$ cat src/hw/rtl/ssd2w_pkg.sv
package ssd2w_pkg;

    localparam int GLYPH_COUNT = 20;
    localparam int DIGIT_COUNT = 4;

    localparam logic [7:0] ADDR_CTRL_WR = 8'h48;
    localparam logic [7:0] ADDR_KEY_RD  = 8'h49;
    localparam logic [7:0] ADDR_DIGIT0  = 8'h68;
    localparam logic [7:0] DP_MASK      = 8'h80;
    localparam logic [7:0] CTRL_ON      = 8'h01;
    localparam logic [7:0] CTRL_SEVEN   = 8'h08;
    localparam logic [7:0] CTRL_OFF     = 8'h00;
    localparam logic [7:0] BLANK_CODE   = 8'h00;

    localparam logic [2:0]  BRIGHTNESS_RESET  = 3'd6;
    localparam logic [15:0] RETRY_LIMIT_RESET = 16'd2000;

    typedef enum logic [2:0] {
        FUNC_TICK  = 3'd0,
        FUNC_DIGIT = 3'd1,
        FUNC_RAW   = 3'd2,
        FUNC_KEY   = 3'd3,
        FUNC_ON    = 3'd4,
        FUNC_OFF   = 3'd5
    } func_t;

    typedef enum logic [1:0] {
        REG_BRIGHTNESS = 2'd0,
        REG_SEVEN_SEG  = 2'd1,
        REG_RETRY      = 2'd2
    } reg_index_t;

    typedef enum logic [4:0] {
        PH_IDLE  = 5'd0,
        PH_S1    = 5'd1,
        PH_S2    = 5'd2,
        PH_S3    = 5'd3,
        PH_WSET  = 5'd4,
        PH_WHI   = 5'd5,
        PH_WLO   = 5'd6,
        PH_AREL  = 5'd7,
        PH_AWAIT = 5'd8,
        PH_ADRV  = 5'd9,
        PH_AHI   = 5'd10,
        PH_ALO   = 5'd11,
        PH_RREL  = 5'd12,
        PH_RHI   = 5'd13,
        PH_RLO   = 5'd14,
        PH_NHI   = 5'd15,
        PH_NLO   = 5'd16,
        PH_P1    = 5'd17,
        PH_P2    = 5'd18,
        PH_P3    = 5'd19
    } phase_t;

    typedef struct packed {
        logic       scl;
        logic       sda_out;
        logic       sda_drive;
        logic       busy_res;
        logic       key_valid;
        logic [7:0] key_data;
        logic       ack_timeout;
    } result_t;

    function automatic logic [7:0] glyph_code(input logic [7:0] idx);
        logic [7:0] code;
        case (idx)
            8'd0:    code = 8'h3f;
            8'd1:    code = 8'h06;
            8'd2:    code = 8'h5b;
            8'd3:    code = 8'h4f;
            8'd4:    code = 8'h66;
            8'd5:    code = 8'h6d;
            8'd6:    code = 8'h7d;
            8'd7:    code = 8'h07;
            8'd8:    code = 8'h7f;
            8'd9:    code = 8'h6f;
            8'd10:   code = 8'h77;
            8'd11:   code = 8'h7c;
            8'd12:   code = 8'h39;
            8'd13:   code = 8'h5e;
            8'd14:   code = 8'h79;
            8'd15:   code = 8'h71;
            8'd16:   code = 8'h73;
            8'd17:   code = 8'h40;
            8'd18:   code = 8'h37;
            default: code = BLANK_CODE;
        endcase
        return code;
    endfunction

endpackage

$ cat src/hw/rtl/seven_segment_two_wire_driver.sv
// The result of an accepted tick item is registered in the output stage.
// Throughput: one tick item per cycle while the skid register is empty; the pin
// sequencer advances once per item. The two-entry output stage (result plus skid
// register) keeps input acceptance going for one more item while the output stalls.
// Reset (aresetn low, synchronous) returns the sequencer to idle, empties the
// output stage and restores brightness 6, seven-segment mode 0, retry limit 2000.
module seven_segment_two_wire_driver
    import ssd2w_pkg::*;
(
    input  logic        aclk,
    input  logic        aresetn,

    input  logic        cfg_valid,
    output logic        cfg_ready,
    input  logic [1:0]  cfg_index,
    input  logic [15:0] cfg_data,

    input  logic        s_valid,
    output logic        s_ready,
    input  logic [2:0]  s_func,
    input  logic [7:0]  s_digit_or_address,
    input  logic [7:0]  s_value,
    input  logic        s_decimal_point,
    input  logic        s_sda_in,

    output logic        m_valid,
    input  logic        m_ready,
    output logic        m_scl,
    output logic        m_sda_out,
    output logic        m_sda_drive,
    output logic        m_busy_res,
    output logic        m_key_valid,
    output logic [7:0]  m_key_data,
    output logic        m_ack_timeout
);

    logic [2:0]  brightness_reg;
    logic        seven_seg_reg;
    logic [15:0] retry_limit_reg;

    phase_t      phase_reg, phase_next, phase_eff;
    logic [3:0]  bit_count_reg, bit_count_next, bit_count_inc;
    logic [7:0]  shift_reg, shift_next;
    logic [7:0]  address_reg, address_next;
    logic [7:0]  data_reg, data_next;
    logic [15:0] retry_reg, retry_next, retry_inc;
    logic        is_read_reg, is_read_next;
    logic [7:0]  key_reg, key_next;
    logic        data_stage_reg, data_stage_next;
    logic        ack_failed_reg, ack_failed_next;
    logic        sda_level_reg, sda_level_next;

    logic        start;
    logic [7:0]  digit_code;
    logic [7:0]  shift_in;
    logic        scl, drive, busy, key_valid, timeout;

    result_t     out_reg, skid_reg, result;
    logic        out_valid_reg, skid_valid_reg;
    logic        accept;

    assign cfg_ready = 1'b1;
    assign s_ready   = !skid_valid_reg;
    assign accept    = s_valid && s_ready;

    always_ff @(posedge aclk) begin
        if (!aresetn) begin
            brightness_reg  <= BRIGHTNESS_RESET;
            seven_seg_reg   <= 1'b0;
            retry_limit_reg <= RETRY_LIMIT_RESET;
        end else if (cfg_valid) begin
            case (cfg_index)
                REG_BRIGHTNESS: brightness_reg  <= cfg_data[2:0];
                REG_SEVEN_SEG:  seven_seg_reg   <= cfg_data[0];
                REG_RETRY:      retry_limit_reg <= cfg_data;
                default: begin
                end
            endcase
        end
    end

    // A command is taken only by an idle sequencer; it is then launched on this tick.
    always_comb begin
        digit_code = glyph_code(s_value);
        if (s_decimal_point && !seven_seg_reg) begin
            digit_code = digit_code | DP_MASK;
        end
        start        = 1'b0;
        address_next = address_reg;
        data_next    = data_reg;
        is_read_next = is_read_reg;
        if (phase_reg == PH_IDLE) begin
            case (s_func)
                FUNC_DIGIT: begin
                    if (s_digit_or_address < 8'(DIGIT_COUNT)) begin
                        start        = 1'b1;
                        address_next = ADDR_DIGIT0 + {s_digit_or_address[6:0], 1'b0};
                        data_next    = digit_code;
                        is_read_next = 1'b0;
                    end
                end
                FUNC_RAW: begin
                    start        = 1'b1;
                    address_next = s_digit_or_address;
                    data_next    = s_value;
                    is_read_next = 1'b0;
                end
                FUNC_KEY: begin
                    start        = 1'b1;
                    address_next = ADDR_KEY_RD;
                    data_next    = 8'h00;
                    is_read_next = 1'b1;
                end
                FUNC_ON: begin
                    start        = 1'b1;
                    address_next = ADDR_CTRL_WR;
                    data_next    = {1'b0, brightness_reg, 4'b0000}
                                 | (seven_seg_reg ? CTRL_SEVEN : 8'h00) | CTRL_ON;
                    is_read_next = 1'b0;
                end
                FUNC_OFF: begin
                    start        = 1'b1;
                    address_next = ADDR_CTRL_WR;
                    data_next    = CTRL_OFF;
                    is_read_next = 1'b0;
                end
                default: begin
                end
            endcase
        end
        phase_eff = start ? PH_S1 : phase_reg;
    end

    assign bit_count_inc = bit_count_reg + 4'd1;
    assign retry_inc     = retry_reg + 16'd1;
    assign shift_in      = {shift_reg[6:0], s_sda_in};

    // Next state of the sequencer and its datapath.
    always_comb begin
        phase_next      = phase_eff;
        bit_count_next  = bit_count_reg;
        shift_next      = shift_reg;
        retry_next      = retry_reg;
        key_next        = key_reg;
        data_stage_next = data_stage_reg;
        ack_failed_next = ack_failed_reg;
        sda_level_next  = sda_level_reg;
        timeout         = 1'b0;
        key_valid       = 1'b0;
        case (phase_eff)
            PH_IDLE: begin
                sda_level_next = 1'b1;
            end
            PH_S1: begin
                sda_level_next  = 1'b1;
                ack_failed_next = 1'b0;
                phase_next      = PH_S2;
            end
            PH_S2: begin
                sda_level_next = 1'b0;
                phase_next     = PH_S3;
            end
            PH_S3: begin
                sda_level_next  = 1'b0;
                shift_next      = address_next;
                bit_count_next  = 4'd0;
                data_stage_next = 1'b0;
                phase_next      = PH_WSET;
            end
            PH_WSET: begin
                sda_level_next = shift_reg[7];
                phase_next     = PH_WHI;
            end
            PH_WHI: begin
                phase_next = PH_WLO;
            end
            PH_WLO: begin
                shift_next     = {shift_reg[6:0], 1'b0};
                bit_count_next = bit_count_inc;
                if (bit_count_inc >= 4'd8) begin
                    phase_next = data_stage_reg ? PH_NHI : PH_AREL;
                end else begin
                    phase_next = PH_WSET;
                end
            end
            PH_AREL: begin
                sda_level_next = 1'b1;
                retry_next     = 16'd0;
                phase_next     = PH_AWAIT;
            end
            PH_AWAIT: begin
                if (!s_sda_in) begin
                    phase_next = PH_ADRV;
                end else begin
                    retry_next = retry_inc;
                    if (retry_inc >= retry_limit_reg) begin
                        ack_failed_next = 1'b1;
                        timeout         = 1'b1;
                        phase_next      = PH_ADRV;
                    end
                end
            end
            PH_ADRV: begin
                phase_next = PH_AHI;
            end
            PH_AHI: begin
                phase_next = PH_ALO;
            end
            PH_ALO: begin
                bit_count_next = 4'd0;
                if (ack_failed_reg) begin
                    phase_next = PH_S1;
                end else if (is_read_reg) begin
                    shift_next = 8'h00;
                    phase_next = PH_RREL;
                end else begin
                    shift_next      = data_reg;
                    data_stage_next = 1'b1;
                    phase_next      = PH_WSET;
                end
            end
            PH_RREL: begin
                phase_next = PH_RHI;
            end
            PH_RHI: begin
                shift_next     = shift_in;
                bit_count_next = bit_count_inc;
                if (bit_count_inc >= 4'd8) begin
                    key_next  = shift_in;
                    key_valid = 1'b1;
                end
                phase_next = PH_RLO;
            end
            PH_RLO: begin
                phase_next = (bit_count_reg >= 4'd8) ? PH_NHI : PH_RHI;
            end
            PH_NHI: begin
                phase_next = PH_NLO;
            end
            PH_NLO: begin
                phase_next = PH_P1;
            end
            PH_P1: begin
                sda_level_next = 1'b0;
                phase_next     = PH_P2;
            end
            PH_P2: begin
                sda_level_next = 1'b0;
                phase_next     = PH_P3;
            end
            default: begin
                sda_level_next = 1'b1;
                phase_next     = PH_IDLE;
            end
        endcase
    end

    // Pin levels for the tick.
    always_comb begin
        busy  = 1'b1;
        drive = 1'b1;
        scl   = 1'b0;
        case (phase_eff)
            PH_IDLE: begin
                busy = 1'b0;
                scl  = 1'b1;
            end
            PH_S1, PH_S2, PH_WHI, PH_AHI, PH_NHI, PH_P2, PH_P3: begin
                scl = 1'b1;
            end
            PH_AREL, PH_AWAIT, PH_RREL, PH_RLO: begin
                drive = 1'b0;
            end
            PH_RHI: begin
                drive = 1'b0;
                scl   = 1'b1;
            end
            default: begin
                scl = 1'b0;
            end
        endcase
    end

    always_comb begin
        result.scl         = scl;
        result.sda_out     = sda_level_next;
        result.sda_drive   = drive;
        result.busy_res    = busy;
        result.key_valid   = key_valid;
        result.key_data    = key_next;
        result.ack_timeout = timeout;
    end

    always_ff @(posedge aclk) begin
        if (!aresetn) begin
            phase_reg      <= PH_IDLE;
            bit_count_reg  <= 4'd0;
            shift_reg      <= 8'h00;
            address_reg    <= 8'h00;
            data_reg       <= 8'h00;
            retry_reg      <= 16'd0;
            is_read_reg    <= 1'b0;
            key_reg        <= 8'h00;
            data_stage_reg <= 1'b0;
            ack_failed_reg <= 1'b0;
            sda_level_reg  <= 1'b1;
        end else if (accept) begin
            phase_reg      <= phase_next;
            bit_count_reg  <= bit_count_next;
            shift_reg      <= shift_next;
            address_reg    <= address_next;
            data_reg       <= data_next;
            retry_reg      <= retry_next;
            is_read_reg    <= is_read_next;
            key_reg        <= key_next;
            data_stage_reg <= data_stage_next;
            ack_failed_reg <= ack_failed_next;
            sda_level_reg  <= sda_level_next;
        end
    end

    always_ff @(posedge aclk) begin
        if (!aresetn) begin
            out_valid_reg  <= 1'b0;
            skid_valid_reg <= 1'b0;
        end else if (!out_valid_reg || m_ready) begin
            if (skid_valid_reg) begin
                out_valid_reg  <= 1'b1;
                skid_valid_reg <= 1'b0;
            end else begin
                out_valid_reg <= accept;
            end
        end else if (accept) begin
            skid_valid_reg <= 1'b1;
        end
    end

    always_ff @(posedge aclk) begin
        if (!out_valid_reg || m_ready) begin
            if (skid_valid_reg) begin
                out_reg <= skid_reg;
            end else if (accept) begin
                out_reg <= result;
            end
        end else if (accept) begin
            skid_reg <= result;
        end
    end

    assign m_valid       = out_valid_reg;
    assign m_scl         = out_reg.scl;
    assign m_sda_out     = out_reg.sda_out;
    assign m_sda_drive   = out_reg.sda_drive;
    assign m_busy_res    = out_reg.busy_res;
    assign m_key_valid   = out_reg.key_valid;
    assign m_key_data    = out_reg.key_data;
    assign m_ack_timeout = out_reg.ack_timeout;

endmodule

$ cat config.mk
export PLATFORM = sky130hd
export DESIGN_NAME = seven_segment_two_wire_driver
export DESIGN_NICKNAME = d
export VERILOG_FILES = /design/src/hw/rtl/ssd2w_pkg.sv /design/src/hw/rtl/seven_segment_two_wire_driver.sv
export SDC_FILE = /design/constraint.sdc
export NUM_CORES = 1
export LEC_CHECK = 0
export BUFFER_PORTS_ARGS = -buffer_cell sky130_fd_sc_hd__buf_2
export CAP_MARGIN = 10
export CORE_UTILIZATION = 35
export DETAILED_ROUTE_END_ITERATION = 12
export REMOVE_ABC_BUFFERS = 1
export SETUP_SLACK_MARGIN = 0.1
export SYNTH_ARGS = -nofsm -noshare
export SYNTH_HDL_FRONTEND = slang
export SYNTH_SLANG_ARGS = --single-unit
$ cat constraint.sdc
create_clock -name aclk -period 3.2 [get_ports aclk]
set_clock_uncertainty 0.15 [all_clocks]
set_input_delay 0 -clock aclk [delete_from_list [all_inputs] [get_ports aclk]]
set_output_delay 0 -clock aclk [all_outputs]
set_load 0.05 [all_outputs]
==> results.toml, run 1 <==
[outcome]
status = "finished clean"

[placed_design]
hpwl_mm = 11.51
numPortBuffers = 59
gp_congestion = 0.8589

[timing]
slew_viol_final = 0
rsz0062_at_grt = "no"
slew_headroom_pct = 45.11
finalWorstPathRequiredPeriod_ps = 2898
fin_setup_tns_ps = 0
worst_pin_slew_ps = 823.3
setup-violations-final = 0
timing.final.hold_violations = 0
fmax_mhz = 345.0
min_period_over_period_pct = 90.58

[setup_path]
crit_slowest_cell = "dfxtp_1"
criticalPathCategory = "flop to flop"
ff2ff_setup_slack_ps = 300
rr_startpoint = "retry_reg[1]$_SDFFE_PN0P_"
path_cells = "ha_2, nand3_1, buf_4, nor2_2, xor2_1, ha_1, o21a_1, a21oi_1, o31ai_1, a21oi_2, o21ai_0"
crit_required_ps = 3160
crit_start = "retry_reg[1]$_SDFFE_PN0P_"
cpPeakStageDelay_ps = 380
path_max_fanout = 5
rr_endpoint = "m_ack_timeout$_DFFE_PP_"
critPathTopFamily = "compound AO/OA/AOI/OAI gates"
ff2ff_path_depth = 11
crit_arrival_ps = 2860
startpoint_type = "flop"
critPathBufInv = 1
end_kind = "flop"

[synth]
synth_top_family_by_area = "compound AO/OA/AOI/OAI gates"
async_reset_ff_share_pct = 0
synth_seq_area_share_pct = 39.32
synth_cells = 724
synth.area.top_cells = "dfxtp_1 26%, edfxtp_1 13%, ha_1 5.3%"
syn_avg_cell_area_sq_um = 8.791
synth_xor_area_share_pct = 2.477
synth-simple-area-share_pct = 20.19
synth_cell_types = 74
synth_edf_count = 28
synth_area_sq_um = 6365
synth-adder-area-share_pct = 5.308
synth_compound_area_share_pct = 21.84
synth_flop_cell = "dfxtp_1"
synth_top_area_cell = "dfxtp_1"
synth_mux_area_share_pct = 6.232
synth_top_area_share_pct = 26.11
ys_warn_count = 0
yosys_register_bits = 111

[min_path]
holdPathEnd = "address_reg[0]$_SDFFE_PN0P_"
hold_depth = 5
worstHoldStart = "s_digit_or_address[0]"
hold_path.class = "input pin to flop"

[route]
ant_nets = 0
num_vias = 5687
drc = 0
via_per_inst = 5.396
dr.pass1.iters = 5
drt-total-wl_mm = 16.40
routedWlPerCell_um = 15.56
drtIter0Drc = 458

[floorplan]
initial_utilization_pct = 36.29
core-area_sq_um = 17540
fp.dieW_um = 136.9
rows = 48
die_h_um = 136.9
io_pins = 61
dieArea_sq_um = 18730

[layout]
area_delta_synth_final_pct = 21.56
drive_above_1_share_pct = 17.61
final_common_cell = "dfxtp_1"
antenna_cells = 0
most-common-layout-cells = "81 x dfxtp_1, 73 x nand2_1, 59 x buf_2"
final_nets = 895

[pwr]
pwr-share-seq_pct = 49.2
finalPower_uw = 3060
clkPwrFrac_pct = 36.9
p_int_uw = 2230
leakagePower_uw = 0.002885
max-vdd-ir-drop_v = 0.0002753
p_sw_share_pct = 27.12
power_frac_comb_pct = 13.9
switchingPower_uw = 829.8
p_per_area_nw_per_um2 = 395.5

[clock_tree]
cts-root-buf = "clkbuf_16"
clock_sinks = 111
cts_tree = "built"
insertion_delay_ps = 370
path_clk_slew_ps = 80
htreeDepth = 3
cts_buffers = 9
max-clock-path-buffers = 2

[grt]
overflow = 0
grt_pass1_wl_mm = 27.00
grt_start_max_net_pins = 35
antenna_found_initial = 0
grt_pass1_vias = 5366
groute.usage.overall_pct = 18.56

[run]
maxCapViolCount = 0
-- per-stage QoR --
stage	util [%]	hold WS [ps]	cell area (sq um)	setup WS, ps	std cells
5_1_grt	44.12	37.10	7737	109.0	1054
4_1_cts	43.97	10.49	7711	111.5	1052
6_report	44.12	3.472	7737	301.5	1054
3_5_place_dp	39.62	85.12	6948	159.4	989
2_1_floorplan	-	-88.06	6193	431.6	683
3_3_place_gp	39.62	76.89	6948	222.6	989
-- cells by family after synthesis --
logic type,after synthesis
fa+ha+maj,27
simple gates,245
xor+xnor,18
other cells,1
mux,37
buf+inv,73
flops,111
compound gates,212
-- layout make-up --
type	instances	area, sq um
fillers	1738	9799
repair buffers	130	958.4
multi-input cells	540	3580
clock inverters	5	40.04
well taps	225	281.5
flip-flops and latches	111	2505
inverters	32	120.1
clock buffers	11	252.7
-- timing repair --
action	4_1_cts	5_1_grt
endpoints found under the setup margin	0	4
gates resized for setup	0	5
endpoints found under the hold margin	45	0
hold buffers	47	0
setup buffers	0	2
-- worst reg2reg max path, delay by kind of cell, from the launching register on --
kind                       cells  cell delay [ps]
xor gates and xnor gates       1              180
buffers and inverters          1              190
and+or+nand+nor                2              300
DFF                            1              380
adders and majority gates      2              500
AOI/OAI and AO/OA              5              950
-- worst max-delay path by stage --
stage,to,cells past startpoint
after global routing,data_reg[7]$_SDFFE_PN0P_,8
after floorplan,m_ack_timeout$_DFFE_PP_,10
after CTS,m_ack_timeout$_DFFE_PP_,11
after detailed placement,m_ack_timeout$_DFFE_PP_,11
after global placement,m_ack_timeout$_DFFE_PP_,11
final,m_ack_timeout$_DFFE_PP_,11
-- cells in the mapped netlist, types with 4 or more instances --
| master | instances |
|---|---|
| dfxtp_1 | 83 |
| nand2_1 | 73 |
| a21oi_1 | 59 |
| nor2_1 | 56 |
| o21ai_0 | 43 |
| inv_1 | 31 |
| clkbuf_1 | 28 |
| edfxtp_1 | 28 |
| ha_1 | 27 |
| mux2_2 | 21 |
| mux2i_1 | 16 |
| nand3_1 | 15 |
| nor3_1 | 15 |
| a22oi_1 | 13 |
| a31oi_1 | 12 |
| nand4_1 | 11 |
| xnor2_1 | 11 |
| a221oi_1 | 10 |
| nand3b_1 | 10 |
| nor2b_1 | 10 |
| a211oi_1 | 9 |
| o21a_1 | 9 |
| o211ai_1 | 8 |
| a32oi_1 | 7 |
| buf_2 | 7 |
| o22ai_1 | 7 |
| xor2_1 | 7 |
| a21boi_0 | 6 |
| and2_1 | 6 |
| nand2b_1 | 6 |
| or3_1 | 5 |
| and3_1 | 4 |
| nor4_1 | 4 |
| nor4b_1 | 4 |
| or2_2 | 4 |
-- power groups by stage --
| stage | Combinational [uW] | Sequential [uW] | Clock, uW |
|---|---|---|---|
| 6_report | 426 | 1510 | 1130 |
| 3_3_place_gp | 377 | 1540 | 0 |
| 3_5_place_dp | 378 | 1540 | 0 |
| 5_1_grt | 469 | 1510 | 1200 |
| 4_1_cts | 425 | 1510 | 1160 |
| 2_1_floorplan | 195 | 1570 | 0 |
-- metal layers --
metal  vias up  track usage [%]  wire, um
met1      2698            25.32      7863
met5         -                0         0
li1       2870                -         -
met2       101            29.44      7595
met4         0            6.532       313
met3        18            3.148       632
Note: power is estimated with default switching activity, not from simulation.
==> run 2: changes to the inputs <==
CORE_UTILIZATION = 55   (was 35)
GPL_TIMING_DRIVEN = 0   (was not set)
PLACE_DENSITY = 0.75   (was not set)
TNS_END_PERCENT = 10   (was not set)
==> results.toml, run 2 (synthesized netlist as in run 1, its figures left out) <==
[placed_design]
gp_congestion = 0.8945
place_inst = 883
hpwl_mm = 10.71
numPortBuffers = 59

[pwr]
leakagePower_uw = 0.002774
p_per_area_nw_per_um2 = 401.5
max-vdd-ir-drop_v = 0.0005019

[route]
num_vias = 5779
drt-total-wl_mm = 15.93
drtIter0Drc = 445
dr.pass1.iters = 7
drc = 0
via_per_inst = 6.122
ant_nets = 0
routedWlPerCell_um = 16.88

[timing]
slew_viol_final = 0
fmax_mhz = 337.8
rsz0062_at_grt = "no"
fin_setup_tns_ps = 0
worst_pin_slew_ps = 1115
setup-violations-final = 0
finalWorstPathRequiredPeriod_ps = 2961
min_period_over_period_pct = 92.52
slew_headroom_pct = 24.59
timing.final.hold_violations = 0

[layout]
regArea_sq_um = 2504
multiInputGateArea_sq_um = 3625
area_delta_synth_final_pct = 17.06
final_nets = 870
final_util_pct = 67.26
most-common-layout-cells = "82 x dfxtp_1, 73 x nand2_1, 59 x buf_2"
antenna_cells = 0
drive_above_1_share_pct = 16.17
fin_cells = 944
final_common_cell = "dfxtp_1"
fillers = 924

[setup_path]
crit_start = "retry_reg[2]$_SDFFE_PN0P_"
crit_arrival_ps = 2900
rr_startpoint = "retry_reg[2]$_SDFFE_PN0P_"
ff2ff_setup_slack_ps = 240
ff2ff_path_depth = 11
startpoint_type = "flop"
path_max_fanout = 9
crit_required_ps = 3140
criticalPathCategory = "flop to flop"
cp-endpoint = "m_ack_timeout$_DFFE_PP_"
rr_endpoint = "m_ack_timeout$_DFFE_PP_"
end_kind = "flop"

[grt]
groute.usage.overall_pct = 27.44
grt_pass1_vias = 5242
grt_start_max_net_pins = 56
antenna_found_initial = 0
overflow = 0
grt_pass1_wl_mm = 25.47

[floorplan]
initial_utilization_pct = 57.45
core-area_sq_um = 11080
io_pins = 61
die_h_um = 109.6
fp.dieW_um = 109.6
dieArea_sq_um = 12010
rows = 38

[run]
maxCapViolCount = 0

[clock_tree]
max-clock-path-buffers = 2
cts_tree = "built"
clock_sinks = 111
path_clk_slew_ps = 70
insertion_delay_ps = 350
cts-root-buf = "clkbuf_16"
htreeDepth = 3
cts_buffers = 9

[outcome]
status = "finished clean"

[min_path]
hold_path.class = "input pin to flop"
## run 2: cell types whose count changed in the layout (fill, tap and decap cells not counted), sizes merged
cell,change
buf,-16
clkinv,+2
clkinvlp,-1
dlygate4sd3,-9
inv,-1
## run 2: worst max-delay path, cell delays in order, from the launching register on
cell	delay [ps]
dfxtp_1	490
and4_1	310
nand4_1	120
buf_4	200
nor2_1	130
xor2_1	200
ha_1	280
and4_1	190
nand3_1	110
o2bb2ai_1	100
a21oi_2	270
o21ai_0	140
## run 2: metrics by stage
step / instance area [sq um] / power, uW / setup slack (ps) / hold WS (ps)
after CTS: 7366 / 3009 / 96.05 / 1.600
after global routing: 7451 / 3122 / 93.19 / 19.73
after floorplan: 6193 / 1769 / 431.6 / -88.06
after global placement: 6664 / 1881 / -138.1 / 74.18
after detailed placement: 6675 / 1895 / -242.8 / 80.80
final: 7451 / 2991 / 239.5 / 17.63
## run 2: routing by layer
metal / global-route usage [%] / vias up / share of wire (%)
met2: 44.83 / 190 / 48
met3: 6.224 / 16 / 6.1
met4: 7.048 / 0 / 1.2
li1: - / 2815 / -
met1: 36.58 / 2758 / 45
met5: 0 / - / 0
## run 2: how the worst min path moves through the flow
stage,start,end,cells after the start
after floorplan,aresetn,brightness_reg[1]$_SDFFE_PN1P_,1
after global placement,cfg_data[7],retry_limit_reg[7]$_SDFFE_PN1P_,3
after detailed placement,cfg_data[4],retry_limit_reg[4]$_SDFFE_PN1P_,3
after CTS,s_digit_or_address[4],address_reg[4]$_SDFFE_PN0P_,5
after global routing,s_digit_or_address[1],address_reg[1]$_SDFFE_PN0P_,5
final,s_digit_or_address[4],address_reg[4]$_SDFFE_PN0P_,5
## run 2: where the power goes
| group | switching (uW) | internal [uW] |
|---|---|---|
| registers | 32.1 | 1480 |
| clock network | 511 | 573 |
| logic | 242 | 153 |
| total | 785 | 2210 |
## run 2: layout make-up
class	instances	area share, %
Inverter	32	1.612
Tap cell	140	2.351
Timing Repair Buffer	105	9.975
Sequential cell	111	33.60
Clock buffer	11	3.409
Clock inverter	5	0.4030
Multi-Input combinational cell	540	48.65
## run 2: repair_timing
item,in CTS,in global routing
hold endpoints to repair,37,0
pin swaps,0,3
cloned,0,0
resized for setup,5,6
hold buffers,38,0
setup endpoints to repair,4,17
setup buffers,0,6
